$ cat src/design/fqp_pkg.sv
// Shared types and constants for the FASTQ record parser.
// Holds the result kind codes, the character codes and the beat struct
// that the parse core hands to the output stage. No dependencies.
`default_nettype none

package fqp_pkg;

    // Default width of the sequence and quality length counters
    localparam int LENGTH_BITS_DEF = 16;

    // Character codes the parser looks for
    localparam logic [7:0] CH_AT = 8'h40;
    localparam logic [7:0] CH_PLUS = 8'h2B;
    localparam logic [7:0] CH_LF = 8'h0A;
    localparam logic [7:0] CH_CR = 8'h0D;
    localparam logic [7:0] CH_LOWER_A = 8'h61;
    localparam logic [7:0] CH_LOWER_Z = 8'h7A;
    localparam logic [7:0] CASE_OFFSET = 8'h20;

    // Result kind codes
    typedef enum logic [2:0] {
        K_ID = 3'd0,
        K_SEQ = 3'd1,
        K_QUAL = 3'd2,
        K_END = 3'd3,
        K_DONE = 3'd4,
        K_ERR = 3'd5
    } t_kind;

    // One result beat from the parse core to the output stage
    typedef struct packed {
        logic valid;
        t_kind kind;
        logic [7:0] char_out;
        logic length_mismatch;
    } t_res_beat;

endpackage

`default_nettype wire

$ cat src/design/fqp_in_if.sv
// Input channel of the FASTQ record parser: one text byte or an
// end-of-input mark per beat, valid/ready handshake. No dependencies.
`default_nettype none

interface fqp_in_if;
    logic valid;
    logic ready;
    logic [7:0] byte_in;
    logic end_of_input;

    modport source (output valid, output byte_in, output end_of_input, input ready);
    modport sink (input valid, input byte_in, input end_of_input, output ready);
endinterface

`default_nettype wire

$ cat src/design/fqp_out_if.sv
// Result channel of the FASTQ record parser: kind, character and
// length-mismatch flag per beat, valid/ready handshake. No dependencies.
`default_nettype none

interface fqp_out_if;
    logic valid;
    logic ready;
    logic [2:0] kind;
    logic [7:0] char_out;
    logic length_mismatch;

    modport source (output valid, output kind, output char_out, output length_mismatch,
                    input ready);
    modport sink (input valid, input kind, input char_out, input length_mismatch,
                  output ready);
endinterface

`default_nettype wire

$ cat src/design/fqp_out_stage.sv
// Result register of the FASTQ record parser: holds one result beat
// until the sink takes it. Depends on fqp_pkg and fqp_out_if.
`default_nettype none

module fqp_out_stage (
    input  wire                logic i_clk,
    input  wire                logic i_rst_n,
    input  fqp_pkg::t_res_beat i_beat,
    output logic               o_free,
    fqp_out_if.source          o_out
);

    logic r_valid;
    fqp_pkg::t_kind r_kind;
    logic [7:0] r_char;
    logic r_mismatch;

    // Free when empty or when the held beat leaves this cycle
    assign o_free = !r_valid || o_out.ready;

    // Load a new beat whenever the register is free
    always_ff @(posedge i_clk) begin
        if (!i_rst_n) begin
            r_valid <= 1'b0;
        end else if (o_free) begin
            r_valid <= i_beat.valid;
        end
        if (o_free && i_beat.valid) begin
            r_kind <= i_beat.kind;
            r_char <= i_beat.char_out;
            r_mismatch <= i_beat.length_mismatch;
        end
    end

    assign o_out.valid = r_valid;
    assign o_out.kind = r_kind;
    assign o_out.char_out = r_char;
    assign o_out.length_mismatch = r_mismatch;

endmodule

`default_nettype wire

$ cat src/design/fqp_parse_core.sv
// Input register and record state machine of the FASTQ record parser.
// Classifies each byte and tracks sequence and quality lengths.
// Depends on fqp_pkg and fqp_in_if.
`default_nettype none

module fqp_parse_core #(
    parameter int LENGTH_BITS = fqp_pkg::LENGTH_BITS_DEF
) (
    input  wire                logic i_clk,
    input  wire                logic i_rst_n,
    fqp_in_if.sink             i_in,
    input  wire                logic i_out_free,
    output fqp_pkg::t_res_beat o_beat
);

    typedef enum logic [3:0] {
        P_FIRST = 4'd0,
        P_SKIP_FIRST = 4'd1,
        P_SKIP_FIRST_NL = 4'd2,
        P_ID = 4'd3,
        P_ID_NL = 4'd4,
        P_SEQ = 4'd5,
        P_SEQ_NL = 4'd6,
        P_PLUS = 4'd7,
        P_PLUS_NL = 4'd8,
        P_QUAL = 4'd9,
        P_BETWEEN = 4'd10,
        P_STOPPED = 4'd11
    } t_phase;

    localparam logic [LENGTH_BITS-1:0] LEN_MAX = {LENGTH_BITS{1'b1}};

    logic r_s1_valid;
    logic [7:0] r_byte;
    logic r_eoi;
    t_phase r_phase, n_phase;
    logic [LENGTH_BITS-1:0] r_seq_len, n_seq_len;
    logic [LENGTH_BITS-1:0] r_qual_len, n_qual_len;

    logic advance;
    logic is_eol;
    logic emit;
    fqp_pkg::t_kind kind;
    logic [7:0] ch;
    logic mismatch;

    function automatic logic [LENGTH_BITS-1:0] bump(input logic [LENGTH_BITS-1:0] v);
        bump = (v == LEN_MAX) ? v : v + LENGTH_BITS'(1);
    endfunction

    // Take a byte when the input register is empty or drains this cycle
    assign advance = r_s1_valid && i_out_free;
    assign i_in.ready = !r_s1_valid || i_out_free;

    assign is_eol = (r_byte == fqp_pkg::CH_LF) || (r_byte == fqp_pkg::CH_CR);

    // Decode the held byte against the current phase
    always_comb begin
        n_phase = r_phase;
        n_seq_len = r_seq_len;
        n_qual_len = r_qual_len;
        emit = 1'b0;
        kind = fqp_pkg::K_ID;
        ch = 8'h00;
        mismatch = 1'b0;
        if (r_phase == P_STOPPED) begin
            n_phase = P_STOPPED;
        end else if (r_eoi) begin
            n_phase = P_STOPPED;
            emit = 1'b1;
            kind = (r_phase == P_BETWEEN) ? fqp_pkg::K_DONE : fqp_pkg::K_ERR;
        end else begin
            case (r_phase)
                P_FIRST: begin
                    if (is_eol) begin
                        n_phase = P_SKIP_FIRST_NL;
                    end else if (r_byte == fqp_pkg::CH_AT) begin
                        n_phase = P_ID;
                    end else begin
                        n_phase = P_SKIP_FIRST;
                    end
                end
                P_SKIP_FIRST: begin
                    if (is_eol) begin
                        n_phase = P_SKIP_FIRST_NL;
                    end
                end
                P_SKIP_FIRST_NL: begin
                    if (!is_eol) begin
                        if (r_byte == fqp_pkg::CH_AT) begin
                            n_phase = P_ID;
                        end else begin
                            n_phase = P_STOPPED;
                            emit = 1'b1;
                            kind = fqp_pkg::K_ERR;
                        end
                    end
                end
                P_BETWEEN: begin
                    if (!is_eol) begin
                        n_phase = P_ID;
                        if (r_byte != fqp_pkg::CH_AT) begin
                            emit = 1'b1;
                            kind = fqp_pkg::K_ID;
                            ch = r_byte;
                        end
                    end
                end
                P_ID: begin
                    if (is_eol) begin
                        n_phase = P_ID_NL;
                    end else if (r_byte != fqp_pkg::CH_AT) begin
                        emit = 1'b1;
                        kind = fqp_pkg::K_ID;
                        ch = r_byte;
                    end
                end
                P_ID_NL, P_SEQ: begin
                    if (is_eol) begin
                        if (r_phase == P_SEQ) begin
                            n_phase = P_SEQ_NL;
                        end
                    end else begin
                        n_phase = P_SEQ;
                        n_seq_len = bump(r_seq_len);
                        emit = 1'b1;
                        kind = fqp_pkg::K_SEQ;
                        ch = (r_byte inside {[fqp_pkg::CH_LOWER_A:fqp_pkg::CH_LOWER_Z]})
                            ? r_byte - fqp_pkg::CASE_OFFSET : r_byte;
                    end
                end
                P_SEQ_NL: begin
                    if (!is_eol) begin
                        if (r_byte == fqp_pkg::CH_PLUS) begin
                            n_phase = P_PLUS;
                        end else begin
                            n_phase = P_STOPPED;
                            emit = 1'b1;
                            kind = fqp_pkg::K_ERR;
                        end
                    end
                end
                P_PLUS: begin
                    if (is_eol) begin
                        n_phase = P_PLUS_NL;
                    end
                end
                P_PLUS_NL: begin
                    if (!is_eol) begin
                        n_phase = P_QUAL;
                        n_qual_len = bump(r_qual_len);
                        emit = 1'b1;
                        kind = fqp_pkg::K_QUAL;
                        ch = r_byte;
                    end
                end
                P_QUAL: begin
                    if (is_eol) begin
                        n_phase = P_BETWEEN;
                        n_seq_len = '0;
                        n_qual_len = '0;
                        emit = 1'b1;
                        kind = fqp_pkg::K_END;
                        mismatch = (r_qual_len != r_seq_len);
                    end else begin
                        n_qual_len = bump(r_qual_len);
                        emit = 1'b1;
                        kind = fqp_pkg::K_QUAL;
                        ch = r_byte;
                    end
                end
                default: begin
                    n_phase = P_STOPPED;
                end
            endcase
        end
    end

    // Hold the input byte and advance the record state as it drains
    always_ff @(posedge i_clk) begin
        if (!i_rst_n) begin
            r_s1_valid <= 1'b0;
            r_phase <= P_FIRST;
            r_seq_len <= '0;
            r_qual_len <= '0;
        end else begin
            if (i_in.ready) begin
                r_s1_valid <= i_in.valid;
            end
            if (advance) begin
                r_phase <= n_phase;
                r_seq_len <= n_seq_len;
                r_qual_len <= n_qual_len;
            end
        end
        if (i_in.ready && i_in.valid) begin
            r_byte <= i_in.byte_in;
            r_eoi <= i_in.end_of_input;
        end
    end

    assign o_beat.valid = advance && emit;
    assign o_beat.kind = kind;
    assign o_beat.char_out = ch;
    assign o_beat.length_mismatch = mismatch;

endmodule

`default_nettype wire

$ cat src/design/fastq_record_parser.sv
// FASTQ record parser: one byte accepted per cycle while results drain.
// Path: a result passes through the input register, then the result
// register; bytes that give no result drop.
// Throughput: one byte per cycle while the result register is free.
// Reset: synchronous, active low; clears phase to "expect first '@'",
// both length counters and both pipeline valid flags.
`default_nettype none

module fastq_record_parser #(
    parameter int LENGTH_BITS = fqp_pkg::LENGTH_BITS_DEF
) (
    input wire logic  i_clk,
    input wire logic  i_rst_n,
    fqp_in_if.sink    i_in,
    fqp_out_if.source o_out
);

    fqp_pkg::t_res_beat beat;
    logic out_free;

    // Classify bytes and track record state
    fqp_parse_core #(
        .LENGTH_BITS (LENGTH_BITS)
    ) u_core (
        .i_clk      (i_clk),
        .i_rst_n    (i_rst_n),
        .i_in       (i_in),
        .i_out_free (out_free),
        .o_beat     (beat)
    );

    // Hold results until the sink takes them
    fqp_out_stage u_out (
        .i_clk   (i_clk),
        .i_rst_n (i_rst_n),
        .i_beat  (beat),
        .o_free  (out_free),
        .o_out   (o_out)
    );

    // No result follows a delivered error
    a_quiet_after_err: assert property (@(posedge i_clk) disable iff (!i_rst_n)
        (o_out.valid && o_out.ready && o_out.kind == fqp_pkg::K_ERR) |=> !o_out.valid)
        else $error("result after error");

    // Sequence characters leave uppercased
    a_seq_upper: assert property (@(posedge i_clk) disable iff (!i_rst_n)
        (o_out.valid && o_out.kind == fqp_pkg::K_SEQ) |->
        (o_out.char_out < fqp_pkg::CH_LOWER_A || o_out.char_out > fqp_pkg::CH_LOWER_Z))
        else $error("lowercase sequence character");

    // Mismatch flag only on record end
    a_mm_only_end: assert property (@(posedge i_clk) disable iff (!i_rst_n)
        (o_out.valid && o_out.kind != fqp_pkg::K_END) |-> !o_out.length_mismatch)
        else $error("mismatch flag outside record end");

endmodule

`default_nettype wire
$ cat src/flat_wrapper.sv
// flat-port wrapper written by rule: the top's interface ports become plain ports
module fastq_record_parser_flat 
#(
    parameter int LENGTH_BITS = fqp_pkg::LENGTH_BITS_DEF
)
  (i_clk, i_rst_n, i_in_valid, i_in_byte_in, i_in_end_of_input, i_in_ready, o_out_valid, o_out_kind, o_out_char_out, o_out_length_mismatch, o_out_ready);
  fqp_in_if i_in_i ();
  fqp_out_if o_out_i ();
  input wire logic i_clk;
  input wire logic i_rst_n;
  input wire logic [$bits(i_in_i.valid)-1:0] i_in_valid;
  input wire logic [$bits(i_in_i.byte_in)-1:0] i_in_byte_in;
  input wire logic [$bits(i_in_i.end_of_input)-1:0] i_in_end_of_input;
  output wire logic [$bits(i_in_i.ready)-1:0] i_in_ready;
  output wire logic [$bits(o_out_i.valid)-1:0] o_out_valid;
  output wire logic [$bits(o_out_i.kind)-1:0] o_out_kind;
  output wire logic [$bits(o_out_i.char_out)-1:0] o_out_char_out;
  output wire logic [$bits(o_out_i.length_mismatch)-1:0] o_out_length_mismatch;
  input wire logic [$bits(o_out_i.ready)-1:0] o_out_ready;
  assign i_in_i.valid = i_in_valid;
  assign i_in_i.byte_in = i_in_byte_in;
  assign i_in_i.end_of_input = i_in_end_of_input;
  assign i_in_ready = i_in_i.ready;
  assign o_out_valid = o_out_i.valid;
  assign o_out_kind = o_out_i.kind;
  assign o_out_char_out = o_out_i.char_out;
  assign o_out_length_mismatch = o_out_i.length_mismatch;
  assign o_out_i.ready = o_out_ready;
  fastq_record_parser #(.LENGTH_BITS(LENGTH_BITS)) u_core (.i_clk(i_clk), .i_rst_n(i_rst_n), .i_in(i_in_i), .o_out(o_out_i));
endmodule
$ cat config.mk
export PLATFORM = sky130hd
export DESIGN_NAME = fastq_record_parser_flat
export DESIGN_NICKNAME = d
export VERILOG_FILES = /design/src/design/fqp_pkg.sv /design/src/design/fqp_in_if.sv /design/src/design/fqp_out_if.sv /design/src/design/fqp_out_stage.sv /design/src/design/fqp_parse_core.sv /design/src/design/fastq_record_parser.sv /design/src/flat_wrapper.sv
export SDC_FILE = /design/constraint.sdc
export NUM_CORES = 1
export LEC_CHECK = 0
export BUFFER_PORTS_ARGS = -buffer_cell sky130_fd_sc_hd__clkbuf_2
export CORE_ASPECT_RATIO = 0.9
export CORE_MARGIN = 2
export CORE_UTILIZATION = 52
export CTS_BUF_LIST = sky130_fd_sc_hd__clkbuf_8
export CTS_CLUSTER_SIZE = 25
export DETAILED_ROUTE_END_ITERATION = 12
export PLACE_DENSITY = 0.74
export SYNTH_ARGS = -nofsm -noshare
export SYNTH_HDL_FRONTEND = slang
export SYNTH_HIERARCHICAL = 1
export SYNTH_SLANG_ARGS = --single-unit
export TNS_END_PERCENT = 1
$ cat constraint.sdc
create_clock -name i_clk -period 2.1 [get_ports i_clk]
set_input_delay 0.42 -clock i_clk [delete_from_list [all_inputs] [get_ports i_clk]]
set_output_delay 0.42 -clock i_clk [all_outputs]
set_load 0.03 [all_outputs]
==> impl_metrics.csv <==
group,metric,value,unit
outcome,outcome,"finished with violations",
floorplanning,overall_die_area,0.00743,mm²
yosys,ys_seq_elements,59,
floorplanning,core,0.00655,mm²
sta,timing.final.max_slew_violations,0,
yosys,yosysWarningCount,6,
sta,timing.final.crit_share,106,%
detailed_routing,post_drt_wl_per_cell,16.8,µm
global_route,grt_start_max_net_pins,26,
power,seq_power_share,51.1,%
power,p_sw_share,27.1,%
layout,multiInputGateArea,0.00217,mm²
detailed_routing,vias,3624,
detailed_routing,drt_first_iter_violations,336,
sta,worst_slew_pin_slew,0.481,ns
layout,diodes,0,
detailed_routing,avgViaCountPerCell,6.15,
global_route,vias_in_the_first_global_route,3255,
setup_path,crit_path_category,"flip-flop to flip-flop",
yosys,synthArstFlopShare,0,%
yosys,synth_area,0.00351,mm²
yosys,synth_enable_flop_cells,21,
setup_path,worstSetupStartpointType,"flip-flop",
floorplanning,io_pins,27,
yosys,post_synth_main_area_contributors,"dfxtp_1, edfxtp_1, a21oi_1",
clock_tree,clock_tree.htree_level_count,3,
clock_tree,cts_max_path_buffers,2,
job,max-cap-violations,0,
sta,maxSlewHeadroom,67.8,%
layout,nNetsFinal,510,
setup_path,slowest_cell_on_crit_path,"edfxtp_1",
floorplanning,initial_core_util,53.6,%
setup_path,required,2.33,ns
setup_path,timing.critical_path.to_type,"flip-flop",
setup_path,worst-path-max-fanout,25,
layout,share_of_layout_cells_above_drive_strength_1,32.9,%
global_route,grt.overflow.total,0,
clock_tree,insertion_delay_of_the_later_clocked_pin_in_the_worst_skew_pair,0.35,ns
layout,num-fill-cells,512,
clock_tree,clkTransAtPathRegs,0.07,ns
clock_tree,cts-hold-fix-buffers,0,
yosys,yosysTopAreaCellShare,21.7,%
layout,final_cell_count_no_fill,589,
power,power_frac_clock,34.9,%
sta,setup-violations-final,44,
setup_path,worst_path_largest_cell_delay,0.50,ns
placement,place_congestion,0.952,
placement,portBuffers,26,
yosys,synth.net_count,412,
sta,rsz0062_at_grt,"yes",
layout,layout_commonest_cell,"buf_4",
global_route,wire_length_of_the_first_global_routing_pass,15700,µm
power,ir_drop,0.000487,V
placement,detailedPlacementHpwl,6730,µm
global_route,global_route.usage.total,27.0,%
sta,timing.final.crit_period,2.23,ns
layout,most_frequent_cells_in_the_layout,"buf_4, dfxtp_1, a21oi_1",
yosys,synth.avg_cell_area,8.87,µm²
detailed_routing,wl,9880,µm
placement,pre_cts_slack,-0.117,ns
yosys,dominant_register_cell_in_the_synthesized_netlist,"dfxtp_1",
floorplanning,die_x,90.6,µm
sta,totalNegativeSetupSlack,-4.30,ns
yosys,netlist_instances,396,
global_route,grt_antenna_before_repair,0,
power,p_per_area,517,mW/mm²
placement,dp_cells,563,
clock_tree,cts.sinks,59,
sta,maximum_operating_frequency,0.449,GHz
detailed_routing,number_of_nets_with_antenna_violations_after_routing,0,
setup_path,setup.reg_to_reg.worst_slack,-0.13,ns
detailed_routing,drt_pre_antenna_iters,5,
outcome,failed_checks,"setup timing",
clock_tree,cts_buffers,9,
sta,worst_clock_skew,0.0142,ns
power,cellInternalPower,1.76,mW
layout,regArea,0.00139,mm²
sta,postLayoutSetupSlackWorst,-0.129,ns
power,net_load_switching_power,0.653,mW
detailed_routing,drc,0,
yosys,seq_total_area_yosys,39.6,%
setup_path,path_cells,"and3b_2, o211ai_4, mux2_4, o41ai_4, buf_12, a21oi_1",
clock_tree,ctsRootBufferMaster,"clkbuf_8",
sta,finalHoldViolations,0,
floorplanning,floorplan.rows,28,
layout,area.growth.synth_to_final,33.0,%
power,power_frac_comb,14.0,%
setup_path,cp.arrival,2.46,ns
clock_tree,tritoncts_clock_tree,"yes",
floorplanning,chipHeight,82.0,µm
yosys,synth_cell_type_count,63,
power,static-leakage-power,1.80,nW
worst_hold_path,hold_path.class,"input pin to flip-flop",
yosys,netlist.top_cell.by_area,"dfxtp_1",
-- layer usage --
metal	up-vias	track usage (%)	part of all wire, %
met5	-	0	0
li1	1712	-	-
met2	193	41.6	46
met1	1707	37.3	43
met4	0	7.38	1.1
met3	12	7.80	9.7
-- cells in the mapped netlist, types with 3 or more instances --
master and instances:
buf_2 4, nand2b_1 8, nand3b_1 5, o41ai_1 4, a21oi_1 35, nor3_1 6, or2_2 4, or4_1 13
mux2i_1 4, clkbuf_1 16, nor4_1 7, o311ai_0 4, buf_6 4, o21ai_0 15, dfxtp_1 38, ha_1 3
nand4_1 11, nand3_1 19, nand2_1 22, edfxtp_1 21, and4_1 6, xnor2_1 16, nor2_1 23, and3_1 11
or3_1 13, inv_1 15, o31ai_1 14, a211oi_1 7, and2_1 5, a31oi_1 3
-- metrics by stage --
| stage | cell area (µm²) | total power [mW] | utilization, % | hold WS (ns) |
|---|---|---|---|---|
| after floorplan | 3530 | 1.44 | - | 0.474 |
| after global placement | 4230 | 1.54 | 64.5 | 0.493 |
| after detailed placement | 4230 | 1.55 | 64.5 | 0.511 |
| after CTS | 4570 | 2.40 | 69.7 | 0.227 |
| after global routing | 4670 | 2.51 | 71.3 | 0.217 |
| final | 4670 | 2.42 | 71.3 | 0.236 |
-- final timing paths --
path	endpoint	cells past startpoint	start
max reg2reg	u_core/u_core/r_seq_len[0]$_SDFFE_PN0P_	6	u_core/u_core/r_byte[0]$_DFFE_PP_
max	u_core/u_core/r_seq_len[0]$_SDFFE_PN0P_	6	u_core/u_core/r_byte[0]$_DFFE_PP_
min	u_core/u_core/r_eoi$_DFFE_PP_	1	i_in_end_of_input
min reg2reg	u_core/u_core/r_qual_len[5]$_SDFFE_PN0P_	2	u_core/u_core/r_qual_len[5]$_SDFFE_PN0P_
-- logic make-up after synthesis --
logic type	synth area share (%)
buffers and inverters	5.49
xor gates and xnor gates	4.49
adders and majority gates	1.07
AOI/OAI and AO/OA	20.2
and+or+nand+nor	27.5
muxes	1.57
DFF	39.6
-- power groups by stage --
stage	combinational, mW	clock (mW)	sequential [mW]
finish	0.337	0.843	1.24
global route	0.362	0.912	1.24
CTS	0.313	0.858	1.23
detailed placement	0.287	0	1.26
global placement	0.282	0	1.26
floorplan	0.160	0	1.28
-- timing repair --
item / CTS / global route
pin swaps: 11 / 9
gates resized for setup: 27 / 15
setup endpoints to repair: 42 / 50
endpoints found under the hold margin: 0 / 0
setup buffers: 7 / 0
gates cloned: 3 / 0
-- state kept, by name (all words and copies together) (netlist names) --
signal                              flops
u_core/u_out/o_out.length_mismatch      1
u_core/u_core/r_byte                    8
u_core/u_core/r_seq_len                16
u_core/u_out/o_out.valid                1
u_core/u_core/r_s1_valid                1
u_core/u_core/r_qual_len               16
u_core/u_core/r_eoi                     1
u_core/u_core/r_phase                   4
u_core/u_out/o_out.char_out             8
u_core/u_out/o_out.kind                 3
-- worst max-delay path: cells and delay by family, from the launching register on --
family                 cells  cell delay [ns]
AOI/OAI and AO/OA          3             0.68
buffers and inverters      1             0.22
DFF                        1             0.50
muxes                      1             0.39
and+or+nand+nor            1             0.30
-- cell type report --
class                      count  area share (%)
multi-input combinational    299            46.5
sequential                    59            29.8
timing repair buffer         110            16.7
clock buffer                   9            2.65
tap                           90            2.41
inverter                      15            1.21
clock inverter                 7           0.670
Note: power is estimated with default switching activity, not from simulation.
